<file path="src/hdl/qpcn_pkg.sv">
package qpcn_pkg;

	localparam int COORD_WIDTH      = 32;
	localparam int NORMAL_FRAC_BITS = 14;
	localparam int NORMAL_WIDTH     = NORMAL_FRAC_BITS + 2;

	localparam int DIFF_W  = COORD_WIDTH + 1;
	localparam int PROD_W  = 2 * DIFF_W;
	localparam int CROSS_W = PROD_W + 1;
	localparam int BL_W    = $clog2(CROSS_W + 1);
	localparam int MAG_W   = 31;
	localparam int SQ_W    = 2 * MAG_W;
	localparam int ROOT_W  = 32;
	localparam int SUM_W   = 2 * ROOT_W;
	localparam int DIVD_W  = ROOT_W + NORMAL_FRAC_BITS;
	localparam int QUO_W   = NORMAL_FRAC_BITS + 1;

	typedef logic signed [COORD_WIDTH-1:0]  coord_t;
	typedef logic signed [NORMAL_WIDTH-1:0] normal_t;

	typedef struct packed {
		coord_t corner0_x;
		coord_t corner0_y;
		coord_t corner0_z;
		coord_t corner1_x;
		coord_t corner1_y;
		coord_t corner1_z;
		coord_t corner2_x;
		coord_t corner2_y;
		coord_t corner2_z;
		coord_t corner3_x;
		coord_t corner3_y;
		coord_t corner3_z;
	} quad_t;

	typedef struct packed {
		coord_t  center_x;
		coord_t  center_y;
		coord_t  center_z;
		normal_t normal_x;
		normal_t normal_y;
		normal_t normal_z;
		logic    degenerate;
	} plane_t;

	// index 0 is x, 1 is y, 2 is z
	typedef struct packed {
		logic [2:0][COORD_WIDTH-1:0] center;
		logic [2:0][CROSS_W-1:0]     cross_mag;
		logic [2:0]                  neg;
		logic                        degenerate;
	} plane_job_t;

endpackage

</file>
<file path="src/hdl/qpcn_queue.sv">
module qpcn_queue #(
	parameter int DEPTH = 4
) (
	input  logic                 clk,
	input  logic                 arst_n,
	input  logic                 push,
	input  qpcn_pkg::plane_job_t wr_data,
	output logic                 full,
	input  logic                 pop,
	output qpcn_pkg::plane_job_t rd_data,
	output logic                 empty
);

	localparam int PTR_W = (DEPTH > 1) ? $clog2(DEPTH) : 1;
	localparam int CNT_W = $clog2(DEPTH + 1);

	qpcn_pkg::plane_job_t mem_q [DEPTH];
	logic [PTR_W-1:0]     wr_ptr_q, rd_ptr_q;
	logic [CNT_W-1:0]     cnt_q;
	logic                 do_push, do_pop;

	assign full    = (cnt_q == CNT_W'(DEPTH));
	assign empty   = (cnt_q == '0);
	assign do_push = push && !full;
	assign do_pop  = pop && !empty;
	assign rd_data = mem_q[rd_ptr_q];

	always_ff @(posedge clk) begin
		if (do_push) begin
			mem_q[wr_ptr_q] <= wr_data;
		end
	end

	always_ff @(posedge clk or negedge arst_n) begin
		if (!arst_n) begin
			wr_ptr_q <= '0;
			rd_ptr_q <= '0;
			cnt_q    <= '0;
		end else begin
			if (do_push) begin
				wr_ptr_q <= (wr_ptr_q == PTR_W'(DEPTH - 1)) ? '0 : wr_ptr_q + 1'b1;
			end
			if (do_pop) begin
				rd_ptr_q <= (rd_ptr_q == PTR_W'(DEPTH - 1)) ? '0 : rd_ptr_q + 1'b1;
			end
			if (do_push && !do_pop) begin
				cnt_q <= cnt_q + 1'b1;
			end else if (do_pop && !do_push) begin
				cnt_q <= cnt_q - 1'b1;
			end
		end
	end

endmodule

</file>
<file path="config.mk">
export PLATFORM = sky130hd
export DESIGN_NAME = qpcn_queue
export DESIGN_NICKNAME = d
export VERILOG_FILES = /design/src/hdl/qpcn_pkg.sv /design/src/hdl/qpcn_queue.sv
export SDC_FILE = /design/constraint.sdc
export NUM_CORES = 1
export LEC_CHECK = 0
export BUFFER_PORTS_ARGS = -buffer_cell sky130_fd_sc_hd__buf_4
export CORE_UTILIZATION = 40
export DETAILED_ROUTE_END_ITERATION = 12
export PLACE_DENSITY_LB_ADDON = 0.25
export RECOVER_POWER = 100
export REMOVE_ABC_BUFFERS = 1
export SLEW_MARGIN = 25
export SYNTH_ARGS = -nofsm -noshare
export SYNTH_HDL_FRONTEND = slang
export SYNTH_SLANG_ARGS = --single-unit
</file>
<file path="constraint.sdc">
create_clock -name clk -period 26.5 [get_ports clk]
set_input_delay 1.325 -clock clk [delete_from_list [all_inputs] [get_ports clk]]
set_output_delay 1.325 -clock clk [all_outputs]
set_load 0.05 [all_outputs]
</file>
==> results.md <==
* H-tree level count at 4
* Clock Skews at 0.0262 ns
* Max Cap Viol at 23
* RePlAce Congestion at 0.744
* CTS max path bufs at 3
* Initial core utilization at 40.3%
* #FFs+latches synth at 1211
* CTS tree: yes
* Pin count of the biggest net entering global routing at approximately 150
* Most common cell after layout, fill and taps aside: edfxtp_1
* Initial antenna violation count at 21
* Worst-Margin Slew at 8.43 ns
* Failing checks: max-capacitance violations, max-slew violations
* Die area at 111000 um^2
* Final #Nets at 2616
* Area of the multi-input gates at 7030 um^2
* Post-DP HPWL at 53.8 mm
* Total negative slack at 0 ns
* Most Used Layer, Global Route: met2
* Die span in y at approximately 330 um
* Sequential area share after synthesis at 82.8%
* Vias in the first global route at 20812
* Fmax at 68.8 MHz
* Met1 Resource Use GR at 19.5%
* Lkg Pwr at about 0.016 uW
* Crit path required time at around 25 ns
* Final wirelength at 90.7 mm
* Final setup vio count at 0
* Routed Antenna Nets at 0
* Port buffer count at 607
* Synth unique cells at 22
* Layout area overhead at 17.5%
* WP data arrival at 13.20 ns
* Crit Reg-Reg Startpoint: cnt_q[2]$_DFFE_PN0P_
* RSZ-0062 raised after global routing: no
* Grt total ovfl at 0
* Mapped Avg Cell Area at 27.3 um^2
* CTS root buf: clkbuf_16
* Worst setup path startpoint: rd_ptr_q[0]$_DFFE_PN0P_
* Reg2reg setup slack at 15.14 ns
* Core ar. at 109000 um^2
* Iter 0 DRT Violations at 1080
* Crit. End Element: output pin
* Worst setup path class: flop to output pin
* Crit-path max FO at 99
* Minimum hold slack at 0.493 ns
* P per Cell Area at approximately 130 nW/um^2
* Synthesized area at 43900 um^2
* Resize count post-CTS at 0
* GRT met3 Usage at 5.87%
* Share of layout cells above drive strength 1 at 20.1%
* Die width at 333 um
* Total CTS buffers at between 100 and 150
* First-pass GRT wire length at 134 mm
* Vias/cell at 5.13
* Met2 usage at ~27%
* WL/cell at 23.7 um
* Commonest non-fill, non-tap cells in the layout: edfxtp_1, clkbuf_1, mux4_2
* 1st-pass router iterations at 5
* Sink Count at 1211
* Post-CTS setup buffers at 0
* Fin crit share at a little over half
* Cts hold-fix bufs at 0
* Routed via count at slightly below 20000
* Clock Latency Late Sink at between 0.7 and 0.8 ns
* Fin crit period at 14.53 ns
* Fin. Hold Viols at 0
* Worst rel slew slack at -462%
* # IOs at 608
* GRT Util Overall at 16.3%
* Peak supply drop at 0.0923 mV
* Mapped Cells at between 1500 and 2000
* Worst Setup Start Kind: flop
* DRC Markers at 0
* Sequential cell area at 36300 um^2
* Final slew viol count at between 1500 and 2000
* Row count at between 100 and 150
* Syn. warnings at 0
* FILL cells at 9201
* Status: finished with violations
* HP Class: input pin to asynchronous set/reset pin
* Worst-path clk slew at about 0.060 ns
[routing by layer]
layer	vias up	wire length [um]
met2	606	47000
li1	8455	-
met5	-	161
met3	157	7340
met4	24	2140
met1	10398	34100
[where the power goes]
group          switching [uW]  leakage (uW)  internal (uW)  total, uW
logic                    1880       0.00278            682       2560
registers                 103        0.0111           2600       2700
clock network             708       0.00194            984       1690
[critical path: stages (launching register included)]
cell and delay [ns]:
dfrtp_1 2.07, clkbuf_1 2.43, clkbuf_1 5.98, mux4_2 1.15, clkbuf_1 0.50
[sequential cells by signal (all words and copies together) (netlist names)]
name and cells:
wr_ptr_q 2, cnt_q 3, mem_q 1204, rd_ptr_q 2
[cells by family after synthesis]
group	count (synthesis)	synth area share (%)
mux	305	15.5
compound gates	2	0.0342
simple gates	11	0.143
fa+ha+maj	7	0.217
buf+inv	71	1.25
xor+xnor	3	0.0599
flops	1211	82.8
[path summary, 6_finish.rpt]
kind / to / depth (start not counted)
max in group asynchronous: rd_ptr_q[1]$_DFFE_PN0P_ / 1
max: rd_data[107] / 4
min reg2reg: cnt_q[2]$_DFFE_PN0P_ / 1
max reg2reg: mem_q[0][72]$_DFFE_PP_ / 4
min: rd_ptr_q[0]$_DFFE_PN0P_ / 1
min in group clk: cnt_q[2]$_DFFE_PN0P_ / 1
[cells in the mapped netlist (all sizes together)]
library cell  instances  area [um^2]
ha                    6         75.1
xor2                  2         17.5
and2                  3         18.8
fa                    1         20.0
inv                   3         11.3
dfrtp                 7          175
nor2b                 1         6.26
buf                  65          524
mux4                301         6780
xnor2                 1         8.76
nor3b                 1         12.5
clkbuf                3         11.3
nor2                  3         11.3
a21o                  1         7.51
o31ai                 1         7.51
mux2                  4         45.0
nand2                 1         3.75
nor3                  2         10.0
edfxtp             1204        36200
[layout make-up]
cell class	instances	area share [%]
flip-flops and latches	1211	70.4
multi-input cells	328	13.6
clock buffers	172	6.81
repair buffers	630	4.73
well taps	1414	3.43
clock inverters	61	0.929
diodes	9	0.0436
inverters	3	0.0218
[stage by stage]
stage | power [uW] | utilization, % | setup slack (ns) | instance area [um^2] | instances
3_3_place_gp | 5500 | 45.9 | 20.45 | 49900 | 3584
3_5_place_dp | 5530 | 45.9 | 20.45 | 49900 | 3584
4_1_cts | 7240 | 49.6 | 19.60 | 53900 | 3817
5_1_grt | 7250 | 47.4 | 9.84 | 51600 | 3826
6_report | 6950 | 47.4 | 11.97 | 51600 | 3828
2_1_floorplan | 4970 | - | 11.56 | 43400 | 1542
No activity file was read; power rests on OpenSTA's default activity.
